File: config.mk
export PLATFORM = sky130hd
export DESIGN_NAME = dst_offset_from_rules
export DESIGN_NICKNAME = d
export VERILOG_FILES = /design/src/hw/rtl/dor_pkg.sv /design/src/hw/rtl/dst_offset_from_rules.sv /design/src/hw/rtl/dor_time_path.sv /design/src/hw/rtl/dor_rule_path.sv
export SDC_FILE = /design/constraint.sdc
export NUM_CORES = 2
export LEC_CHECK = 0
export ABC_AREA = 0
export BUFFER_PORTS_ARGS = -buffer_cell sky130_fd_sc_hd__buf_2
export CORE_MARGIN = 2
export CORE_UTILIZATION = 34
export CTS_BUF_LIST = sky130_fd_sc_hd__clkbuf_2 sky130_fd_sc_hd__clkbuf_4 sky130_fd_sc_hd__clkbuf_8
export CTS_CLUSTER_DIAMETER = 200
export DETAILED_ROUTE_END_ITERATION = 6
export HOLD_SLACK_MARGIN = 0.05
export PLACE_DENSITY_LB_ADDON = 0.2
export SETUP_SLACK_MARGIN = 0.4
export SLEW_MARGIN = 20
export SYNTH_ARGS = -nofsm -noshare
export SYNTH_HDL_FRONTEND = slang
export SYNTH_HIERARCHICAL = 1
export SYNTH_SLANG_ARGS = --single-unit
File: constraint.sdc
create_clock -name aclk -period 9.8 [get_ports aclk]
set_clock_uncertainty 0.05 [all_clocks]
set_input_delay 0.98 -clock aclk [delete_from_list [all_inputs] [get_ports aclk]]
set_output_delay 0.98 -clock aclk [all_outputs]
set_load 0.05 [all_outputs]
File: src/hw/rtl/dor_pkg.sv
package dor_pkg;

    localparam int YEAR_W   = 12;
    localparam int RULE_W   = 15;
    localparam int OFFS_W   = 4;
    localparam int SEC_W    = 25;
    localparam int DAYN_W   = 9;
    localparam int WSUM_W   = 13;

    localparam int SEC_PER_DAY  = 86400;
    localparam int SEC_PER_HOUR = 3600;
    localparam int SEC_PER_MIN  = 60;

    localparam logic [1:0] CFG_START  = 2'd0;
    localparam logic [1:0] CFG_END    = 2'd1;
    localparam logic [1:0] CFG_OFFSET = 2'd2;

    localparam logic [RULE_W-1:0] START_RULE_RST = 15'd6466;
    localparam logic [RULE_W-1:0] END_RULE_RST   = 15'd22818;
    localparam logic [OFFS_W-1:0] OFFSET_RST     = 4'd1;

    localparam logic [3:0] MONTH_FEB = 4'd2;
    localparam logic [3:0] MONTH_DEC = 4'd12;

    // per-stage load strobes of the pipeline
    typedef struct packed {
        logic st1;
        logic st2;
        logic st3;
        logic st4;
        logic st5;
        logic st6;
        logic st7;
    } adv_t;

    function automatic logic [3:0] clamp_month(input logic [3:0] m);
        logic [3:0] r;
        r = m;
        if (m == 4'd0) begin
            r = 4'd1;
        end else if (m > MONTH_DEC) begin
            r = MONTH_DEC;
        end
        return r;
    endfunction

    // floor(y / 100) through a reciprocal, exact for y below 43690
    function automatic logic [6:0] div100(input logic [12:0] y);
        logic [25:0] p;
        p = {13'b0, y} * 26'd5243;
        return p[25:19];
    endfunction

    // x mod 7 through a reciprocal, exact for x below 13107
    function automatic logic [2:0] mod7(input logic [12:0] x);
        logic [26:0] p;
        logic [12:0] q7;
        logic [12:0] r;
        p  = {14'b0, x} * 27'd9363;
        q7 = {2'b0, p[26:16]} * 13'd7;
        r  = x - q7;
        return r[2:0];
    endfunction

    function automatic logic [4:0] days_in_month(input logic [3:0] m);
        logic [4:0] d;
        unique case (m)
            4'd2:                      d = 5'd28;
            4'd4, 4'd6, 4'd9, 4'd11:   d = 5'd30;
            default:                   d = 5'd31;
        endcase
        return d;
    endfunction

    function automatic logic [8:0] days_before(input logic [3:0] m);
        logic [8:0] d;
        unique case (m)
            4'd2:    d = 9'd31;
            4'd3:    d = 9'd59;
            4'd4:    d = 9'd90;
            4'd5:    d = 9'd120;
            4'd6:    d = 9'd151;
            4'd7:    d = 9'd181;
            4'd8:    d = 9'd212;
            4'd9:    d = 9'd243;
            4'd10:   d = 9'd273;
            4'd11:   d = 9'd304;
            4'd12:   d = 9'd334;
            default: d = 9'd0;
        endcase
        return d;
    endfunction

    // month part of the weekday sum for day one, with the two constant ones folded in;
    // january and february count as months 13 and 14 of the year before
    function automatic logic [5:0] month_term(input logic [3:0] m);
        logic [5:0] t;
        unique case (m)
            4'd2:    t = 6'd39;
            4'd3:    t = 6'd10;
            4'd4:    t = 6'd13;
            4'd5:    t = 6'd15;
            4'd6:    t = 6'd18;
            4'd7:    t = 6'd20;
            4'd8:    t = 6'd23;
            4'd9:    t = 6'd26;
            4'd10:   t = 6'd28;
            4'd11:   t = 6'd31;
            4'd12:   t = 6'd33;
            default: t = 6'd36;
        endcase
        return t;
    endfunction

endpackage

File: src/hw/rtl/dst_offset_from_rules.sv
// an accepted input beat passes registered stages 1 to 7 in order to its result beat
// throughput: one beat per cycle; depth set by the seven-stage calendar pipeline
//   (year terms, weekday mod 7, nth-weekday day pull-back, seconds, window compare)
// each stage holds a beat until the next frees up, so bubbles fill under back-pressure
// reset (aresetn low, synchronous) empties the pipeline and loads the default
//   rules: march 2nd sunday 02:00 to november 1st sunday 02:00, offset one hour
module dst_offset_from_rules (
    input  logic                          aclk,
    input  logic                          aresetn,
    input  logic                          cfg_we,
    input  logic [1:0]                    cfg_index,
    input  logic [dor_pkg::RULE_W-1:0]    cfg_wdata,
    input  logic                          s_valid,
    output logic                          s_ready,
    input  logic [dor_pkg::YEAR_W-1:0]    s_cal_year,
    input  logic [3:0]                    s_cal_month,
    input  logic [4:0]                    s_cal_day,
    input  logic [4:0]                    s_cal_hour,
    input  logic [5:0]                    s_cal_minute,
    input  logic [5:0]                    s_cal_second,
    output logic                          m_valid,
    input  logic                          m_ready,
    output logic [dor_pkg::OFFS_W-1:0]    m_dst_hours,
    output logic                          m_in_dst
);

    localparam int NSTG = 7;

    // configuration registers
    logic [dor_pkg::RULE_W-1:0] start_rule_reg, end_rule_reg;
    logic [dor_pkg::OFFS_W-1:0] offset_reg;

    always_ff @(posedge aclk) begin
        if (!aresetn) begin
            start_rule_reg <= dor_pkg::START_RULE_RST;
            end_rule_reg   <= dor_pkg::END_RULE_RST;
            offset_reg     <= dor_pkg::OFFSET_RST;
        end else if (cfg_we) begin
            unique case (cfg_index)
                dor_pkg::CFG_START:  start_rule_reg <= cfg_wdata;
                dor_pkg::CFG_END:    end_rule_reg   <= cfg_wdata;
                dor_pkg::CFG_OFFSET: offset_reg     <= cfg_wdata[dor_pkg::OFFS_W-1:0];
                default: ;
            endcase
        end
    end

    // pipeline control: a stage loads when it is empty or the one after it moves
    logic [NSTG:1]   valid_reg, valid_next;
    logic [NSTG+1:1] rdy;
    dor_pkg::adv_t   adv;

    always_comb begin
        rdy[NSTG+1] = m_ready;
        for (int k = NSTG; k >= 1; k--) begin
            rdy[k] = !valid_reg[k] || rdy[k+1];
        end
        valid_next = valid_reg;
        if (rdy[1]) begin
            valid_next[1] = s_valid;
        end
        for (int k = 2; k <= NSTG; k++) begin
            if (rdy[k]) begin
                valid_next[k] = valid_reg[k-1];
            end
        end
    end

    always_ff @(posedge aclk) begin
        if (!aresetn) begin
            valid_reg <= '0;
        end else begin
            valid_reg <= valid_next;
        end
    end

    assign adv = '{st1: rdy[1], st2: rdy[2], st3: rdy[3], st4: rdy[4],
                   st5: rdy[5], st6: rdy[6], st7: rdy[7]};

    assign s_ready = rdy[1];

    logic [dor_pkg::WSUM_W-1:0] wsum_cur, wsum_prev;
    logic                       leap;
    logic [dor_pkg::SEC_W-1:0]  now_sec, start_sec, end_sec;

    dor_time_path u_time (
        .aclk       (aclk),
        .adv        (adv),
        .cal_year   (s_cal_year),
        .cal_month  (s_cal_month),
        .cal_day    (s_cal_day),
        .cal_hour   (s_cal_hour),
        .cal_minute (s_cal_minute),
        .cal_second (s_cal_second),
        .wsum_cur   (wsum_cur),
        .wsum_prev  (wsum_prev),
        .leap       (leap),
        .now_sec    (now_sec)
    );

    dor_rule_path u_start (
        .aclk      (aclk),
        .adv       (adv),
        .rule      (start_rule_reg),
        .wsum_cur  (wsum_cur),
        .wsum_prev (wsum_prev),
        .leap      (leap),
        .rule_sec  (start_sec)
    );

    dor_rule_path u_end (
        .aclk      (aclk),
        .adv       (adv),
        .rule      (end_rule_reg),
        .wsum_cur  (wsum_cur),
        .wsum_prev (wsum_prev),
        .leap      (leap),
        .rule_sec  (end_sec)
    );

    // stage 7: window compare, wrapped when start is not before end
    logic                       in_dst_next, in_dst_reg;
    logic [dor_pkg::OFFS_W-1:0] dst_hours_next, dst_hours_reg;

    always_comb begin
        if (start_sec < end_sec) begin
            in_dst_next = (now_sec >= start_sec) && (now_sec < end_sec);
        end else begin
            in_dst_next = (now_sec >= start_sec) || (now_sec < end_sec);
        end
        dst_hours_next = in_dst_next ? offset_reg : '0;
    end

    always_ff @(posedge aclk) begin
        if (adv.st7) begin
            in_dst_reg    <= in_dst_next;
            dst_hours_reg <= dst_hours_next;
        end
    end

    assign m_valid     = valid_reg[NSTG];
    assign m_in_dst    = in_dst_reg;
    assign m_dst_hours = dst_hours_reg;

endmodule

File: src/hw/rtl/dor_time_path.sv
module dor_time_path (
    input  logic                          aclk,
    input  dor_pkg::adv_t                 adv,
    input  logic [dor_pkg::YEAR_W-1:0]    cal_year,
    input  logic [3:0]                    cal_month,
    input  logic [4:0]                    cal_day,
    input  logic [4:0]                    cal_hour,
    input  logic [5:0]                    cal_minute,
    input  logic [5:0]                    cal_second,
    output logic [dor_pkg::WSUM_W-1:0]    wsum_cur,
    output logic [dor_pkg::WSUM_W-1:0]    wsum_prev,
    output logic                          leap,
    output logic [dor_pkg::SEC_W-1:0]     now_sec
);

    // stage 1: year offsets by 400 and 399 and their centuries
    logic [12:0] y0_reg, y0_next, y1_reg, y1_next;
    logic [6:0]  q0_reg, q0_next, q1_reg, q1_next;
    logic [3:0]  mo1_reg, mo1_next;
    logic [4:0]  da1_reg, hr1_reg;
    logic [5:0]  mi1_reg, se1_reg;

    assign y0_next  = {1'b0, cal_year} + 13'd400;
    assign y1_next  = {1'b0, cal_year} + 13'd399;
    assign q0_next  = dor_pkg::div100(y0_next);
    assign q1_next  = dor_pkg::div100(y1_next);
    assign mo1_next = dor_pkg::clamp_month(cal_month);

    always_ff @(posedge aclk) begin
        if (adv.st1) begin
            y0_reg  <= y0_next;
            y1_reg  <= y1_next;
            q0_reg  <= q0_next;
            q1_reg  <= q1_next;
            mo1_reg <= mo1_next;
            da1_reg <= cal_day;
            hr1_reg <= cal_hour;
            mi1_reg <= cal_minute;
            se1_reg <= cal_second;
        end
    end

    // stage 2: leap flag, weekday year terms, day number of the timestamp
    logic [12:0] hund;
    logic [12:0] r100;
    logic        leap_next, leap_reg;
    logic [dor_pkg::WSUM_W-1:0] w0_next, w0_reg, w1_next, w1_reg;
    logic [dor_pkg::DAYN_W-1:0] dn2_next, dn2_reg;
    logic [4:0]  hr2_reg;
    logic [5:0]  mi2_reg, se2_reg;

    assign hund      = {6'b0, q0_reg} * 13'd100;
    assign r100      = y0_reg - hund;
    assign leap_next = ((y0_reg[1:0] == 2'b00) && (r100 != 13'd0))
                     || ((r100 == 13'd0) && (q0_reg[1:0] == 2'b00));
    assign w0_next   = y0_reg + {2'b0, y0_reg[12:2]} - {6'b0, q0_reg} + {8'b0, q0_reg[6:2]};
    assign w1_next   = y1_reg + {2'b0, y1_reg[12:2]} - {6'b0, q1_reg} + {8'b0, q1_reg[6:2]};
    assign dn2_next  = dor_pkg::days_before(mo1_reg) + {4'b0, da1_reg}
                     + {8'b0, (leap_next && (mo1_reg > dor_pkg::MONTH_FEB))};

    always_ff @(posedge aclk) begin
        if (adv.st2) begin
            leap_reg <= leap_next;
            w0_reg   <= w0_next;
            w1_reg   <= w1_next;
            dn2_reg  <= dn2_next;
            hr2_reg  <= hr1_reg;
            mi2_reg  <= mi1_reg;
            se2_reg  <= se1_reg;
        end
    end

    // stage 3: seconds of the year, then carried to line up with the rule times
    logic [dor_pkg::SEC_W-1:0] now3_next, now3_reg, now4_reg, now5_reg, now6_reg;

    assign now3_next = {16'b0, dn2_reg} * 25'(dor_pkg::SEC_PER_DAY)
                     + {20'b0, hr2_reg} * 25'(dor_pkg::SEC_PER_HOUR)
                     + {19'b0, mi2_reg} * 25'(dor_pkg::SEC_PER_MIN)
                     + {19'b0, se2_reg};

    always_ff @(posedge aclk) begin
        if (adv.st3) begin
            now3_reg <= now3_next;
        end
        if (adv.st4) begin
            now4_reg <= now3_reg;
        end
        if (adv.st5) begin
            now5_reg <= now4_reg;
        end
        if (adv.st6) begin
            now6_reg <= now5_reg;
        end
    end

    assign wsum_cur  = w0_reg;
    assign wsum_prev = w1_reg;
    assign leap      = leap_reg;
    assign now_sec   = now6_reg;

endmodule

File: src/hw/rtl/dor_rule_path.sv
module dor_rule_path (
    input  logic                          aclk,
    input  dor_pkg::adv_t                 adv,
    input  logic [dor_pkg::RULE_W-1:0]    rule,
    input  logic [dor_pkg::WSUM_W-1:0]    wsum_cur,
    input  logic [dor_pkg::WSUM_W-1:0]    wsum_prev,
    input  logic                          leap,
    output logic [dor_pkg::SEC_W-1:0]     rule_sec
);

    logic [3:0] month;
    logic [3:0] wday;
    logic [2:0] occ;
    logic [4:0] hour;

    // the user must keep the rule static while items are in flight; the block does not enforce it
    assign month = dor_pkg::clamp_month(rule[14:11]);
    assign wday  = (rule[10:8] == 3'd0) ? 4'd7 : {1'b0, rule[10:8]};
    assign occ   = (rule[7:5] == 3'd0) ? 3'd1 : rule[7:5];
    assign hour  = rule[4:0];

    // stage 3: weekday sum of day one of the rule month
    logic [dor_pkg::WSUM_W-1:0] ws;
    logic [dor_pkg::WSUM_W-1:0] x_next, x_reg;
    logic                       leap3_reg, leap4_reg;

    assign ws     = (month > dor_pkg::MONTH_FEB) ? wsum_cur : wsum_prev;
    assign x_next = ws + {7'b0, dor_pkg::month_term(month)};

    always_ff @(posedge aclk) begin
        if (adv.st3) begin
            x_reg     <= x_next;
            leap3_reg <= leap;
        end
    end

    // stage 4: weekday of day one, 0 is sunday
    logic [2:0] wd_next, wd_reg;

    assign wd_next = dor_pkg::mod7(x_reg);

    always_ff @(posedge aclk) begin
        if (adv.st4) begin
            wd_reg    <= wd_next;
            leap4_reg <= leap3_reg;
        end
    end

    // stage 5: day of the nth weekday, pulled back into the month, and its day number
    logic [3:0] first;
    logic [3:0] ahead;
    logic [4:0] dom;
    logic [5:0] day_a, day_b, day_c, day_d;
    logic [dor_pkg::DAYN_W-1:0] dn_next, dn_reg;

    assign first = {1'b0, wd_reg} + 4'd1;
    assign ahead = (wday >= first) ? (wday - first) : (wday + 4'd7 - first);
    assign dom   = dor_pkg::days_in_month(month)
                 + {4'b0, (leap4_reg && (month == dor_pkg::MONTH_FEB))};
    assign day_a = 6'd1 + {2'b0, ahead} + {3'b0, (occ - 3'd1)} * 6'd7;
    assign day_b = (day_a > {1'b0, dom}) ? (day_a - 6'd7) : day_a;
    assign day_c = (day_b > {1'b0, dom}) ? (day_b - 6'd7) : day_b;
    assign day_d = (day_c > {1'b0, dom}) ? (day_c - 6'd7) : day_c;
    assign dn_next = dor_pkg::days_before(month) + {3'b0, day_d}
                   + {8'b0, (leap4_reg && (month > dor_pkg::MONTH_FEB))};

    always_ff @(posedge aclk) begin
        if (adv.st5) begin
            dn_reg <= dn_next;
        end
    end

    // stage 6: seconds of the year
    logic [dor_pkg::SEC_W-1:0] sec_next, sec_reg;

    assign sec_next = {16'b0, dn_reg} * 25'(dor_pkg::SEC_PER_DAY)
                    + {20'b0, hour} * 25'(dor_pkg::SEC_PER_HOUR);

    always_ff @(posedge aclk) begin
        if (adv.st6) begin
            sec_reg <= sec_next;
        end
    end

    assign rule_sec = sec_reg;

endmodule

==> reports/qor.json <==
{
  "cts_htree_levels": {"value": 3},
  "cts_made_buffers": {"value": 70},
  "start_util": {"value": 0.341},
  "critPathKind": {"value": "flip-flop to flip-flop"},
  "hold_fails_final_rpt": {"value": 0},
  "clock_tree_from_tritoncts": {"value": "done"},
  "worst-endpoint-required": {"value": 10.15, "unit": "ns"},
  "count_of_unresolved_drc_violations_after_routing": {"value": 0},
  "worst_r2r_startpoint": {"value": "end_rule_reg[9]$_SDFFE_PN0P_"},
  "gp_congestion": {"value": 0.811},
  "rows": {"value": 125},
  "route.detailed.wl_per_inst": {"value": 14.6, "unit": "um"},
  "design.core.area": {"value": 0.116, "unit": "mm2"},
  "ys.warnings.count": {"value": 6},
  "post_route_cells_drive_above_1_share": {"value": 0.0973},
  "syn-cell-area": {"value": 0.0395, "unit": "mm2"},
  "number_of_synthesized_register_bits": {"value": 361},
  "grt_start_max_net_pins": {"value": 68},
  "floorplan.die.height": {"value": 345, "unit": "um"},
  "via_count": {"value": 25900},
  "cap_viol_max_count": {"value": 0},
  "grt_setup_unrepaired": {"value": "yes"},
  "synth_largest_area_cell": {"value": "sky130_fd_sc_hd__ha_1"},
  "dpl.hpwl": {"value": 67.5, "unit": "mm"},
  "endpoint_kind": {"value": "flip-flop"},
  "ctsLongestPathBuffers": {"value": 3},
  "worst_slew_pin_slew": {"value": 1.02, "unit": "ns"},
  "status": {"value": "completed"},
  "die_width": {"value": 345, "unit": "um"},
  "clk_latency": {"value": 0.67, "unit": "ns"},
  "maxSlewHeadroom": {"value": 0.319},
  "timing.critical_path.fanout_max": {"value": 6},
  "path_clk_slew": {"value": 0.07, "unit": "ns"},
  "crit_path_frequent_cell": {"value": "sky130_fd_sc_hd__fa_2"},
  "grt_first_pass_wirelength": {"value": 137, "unit": "mm"},
  "asyncSetResetFlopFracSynth": {"value": 0},
  "cts_sinks": {"value": 361},
  "grt_util_all_layers": {"value": 0.142},
  "hold_path_depth": {"value": 0},
  "edff_count_synth": {"value": 320},
  "setup.worst_path.start_class": {"value": "flip-flop"},
  "rr_worst_depth": {"value": 50},
  "antenna_found_initial": {"value": 2},
  "worstReg2RegEnd": {"value": "u_end/dn_reg[8]$_DFFE_PP_"},
  "post-route-util": {"value": 0.380},
  "syn-instance-count": {"value": 3832},
  "post_synth_main_area_contributors": {"value": "sky130_fd_sc_hd__ha_1 (26%), sky130_fd_sc_hd__edfxtp_1 (24%), sky130_fd_sc_hd__fa_1 (14%), sky130_fd_sc_hd__inv_1 (7.3%), sky130_fd_sc_hd__xnor2_1 (4.4%)"},
  "floorplan.die_area": {"value": 0.119, "unit": "mm2"},
  "gr-total-overflow": {"value": 0},
  "setup-tns-final": {"value": 0, "unit": "ns"},
  "worst_ep_arrival_time": {"value": 9.55, "unit": "ns"},
  "holdPathEnd": {"value": "u_time/now5_reg[17]$_DFFE_PP_"},
  "hold-worst-slack": {"value": 0.340, "unit": "ns"},
  "detail_route.iter0.violations": {"value": 954},
  "root_buffer": {"value": "sky130_fd_sc_hd__clkbuf_8"},
  "ff2ff_setup_slack": {"value": 0.60, "unit": "ns"},
  "maxClockFrequency": {"value": 0.109, "unit": "GHz"},
  "synth_sequential_area_ratio": {"value": 0.264},
  "antenna_left": {"value": 0},
  "drt-vias-per-instance": {"value": 4.63},
  "post-route-period-util": {"value": 0.938},
  "final_net_count": {"value": 5172},
  "layout_min_cycle_time": {"value": 9.20, "unit": "ns"},
  "placement.io_buffers": {"value": 66},
  "commonest_non_fill_non_tap_cell_in_the_layout": {"value": "sky130_fd_sc_hd__ha_1"},
  "pre_repair_dr_iteration_count": {"value": 5},
  "synth_ff_type": {"value": "sky130_fd_sc_hd__edfxtp_1"},
  "final_cell_mix": {"value": "sky130_fd_sc_hd__ha_1 (813), sky130_fd_sc_hd__inv_1 (763), sky130_fd_sc_hd__edfxtp_1 (320)"},
  "timing.critical_path.slowest_cell_delay": {"value": 0.48, "unit": "ns"},
  "hold_start": {"value": "u_time/now4_reg[17]$_DFFE_PP_"},
  "grt_pass1_vias": {"value": 26800},
  "finalSetupViolCount": {"value": 0},
  "hold_path.class": {"value": "flip-flop to flip-flop"},
  "io-pin-count": {"value": 67},
  "route.final.wire_length": {"value": 81.9, "unit": "mm"},
  "synth_area_per_cell": {"value": 10.3, "unit": "um2"},
  "syn2layout_area_growth": {"value": 11.3, "unit": "%"},
  "cpMaxStageDelayCell": {"value": "sky130_fd_sc_hd__fa_2"},
  "post_synth_num_cell_types": {"value": 91},
  "final_max_slew_viol_count": {"value": 0},
  "yosys.area.top_type_share": {"value": 0.261}
}
==> worst max-delay path, delay by kind of cell (launching register included) <==
kind	cells	cell delay (ns)
and+or+nand+nor	12	1.30
adders and majority gates	9	3.00
buffers and inverters	5	0.57
xor gates and xnor gates	5	0.74
DFF	1	0.35
AOI/OAI and AO/OA	19	2.92
==> synthesized netlist by cell type (all sizes together) (15+ instances only) <==
library cell    n
nand3          50
and2           23
xor2           79
inv           769
o21ai         114
or2            15
fa            275
a21oi         174
mux2           18
nand2b         29
xnor2         202
a21o           73
dfxtp          41
mux2i          35
o21bai         24
nand4          17
a211oi         19
a21boi         31
edfxtp        320
nor2b          54
clkbuf         39
a31oi          25
nor3           25
nand2         218
o21a           48
ha            823
nor2          112
==> per-stage QoR <==
stage / std cells / instance area [um2] / setup slack [ns]
6_report: 5593 / 44000 / 0.605
5_1_grt: 5593 / 44000 / 0.0763
4_1_cts: 5570 / 43500 / 0.393
3_5_place_dp: 5432 / 41900 / -0.0346
3_3_place_gp: 5432 / 41900 / 0.106
2_1_floorplan: 3854 / 39600 / 0.425
==> metal layers <==
layer	global-route usage	vias to the layer above	part of all wire
met3	0.0168	116	0.027
met4	0.0423	2	0.024
met5	0	-	0.000086
met1	0.190	12200	0.48
met2	0.242	284	0.47
li1	-	13300	-
==> final cells by class <==
| type | count | area [um2] |
|---|---|---|
| Antenna cell | 1 | 2.50 |
| Clock buffer | 91 | 1150 |
| Clock inverter | 35 | 289 |
| Fill cell | 11600 | 71700 |
| Inverter | 769 | 2890 |
| Multi-Input combinational cell | 2674 | 26400 |
| Sequential cell | 361 | 10400 |
| Tap cell | 1524 | 1910 |
| Timing Repair Buffer | 138 | 878 |
==> how the worst max path moves through the flow <==
stage | start | endpoint | slack (ns) | cells after the start
after floorplan | start_rule_reg[9]$_SDFFE_PN0P_ | u_start/dn_reg[8]$_DFFE_PP_ | 0.42 | 48
after global placement | start_rule_reg[9]$_SDFFE_PN0P_ | u_start/dn_reg[8]$_DFFE_PP_ | 0.11 | 48
after detailed placement | end_rule_reg[9]$_SDFFE_PN0P_ | u_end/dn_reg[8]$_DFFE_PP_ | -0.03 | 48
after CTS | end_rule_reg[9]$_SDFFE_PN0P_ | u_end/dn_reg[8]$_DFFE_PP_ | 0.39 | 49
after global routing | end_rule_reg[9]$_SDFFE_PN0P_ | u_end/dn_reg[8]$_DFFE_PP_ | 0.08 | 49
final | end_rule_reg[9]$_SDFFE_PN0P_ | u_end/dn_reg[8]$_DFFE_PP_ | 0.60 | 50
==> logic make-up after synthesis <==
group,share of synthesized area
adder cells (fa/ha/maj),0.400
buffers and inverters,0.0786
AO/OA/AOI/OAI,0.104
AND/OR/NAND/NOR,0.0750
flip-flops,0.264
XOR/XNOR,0.0638
multiplexers,0.0146
other,0.000190
==> repair_timing <==
| action | in CTS | in global routing |
|---|---|---|
| resized for setup | 25 | 55 |
| setup buffers | 12 | 22 |
| pin swaps | 15 | 54 |
| hold buffers | 0 | 0 |
| endpoints found under the setup margin | 7 | 10 |
| gates cloned | 0 | 0 |
Power is not shown: default switching activity piles up to over one toggle a cycle in this logic, so the estimate is an artifact.
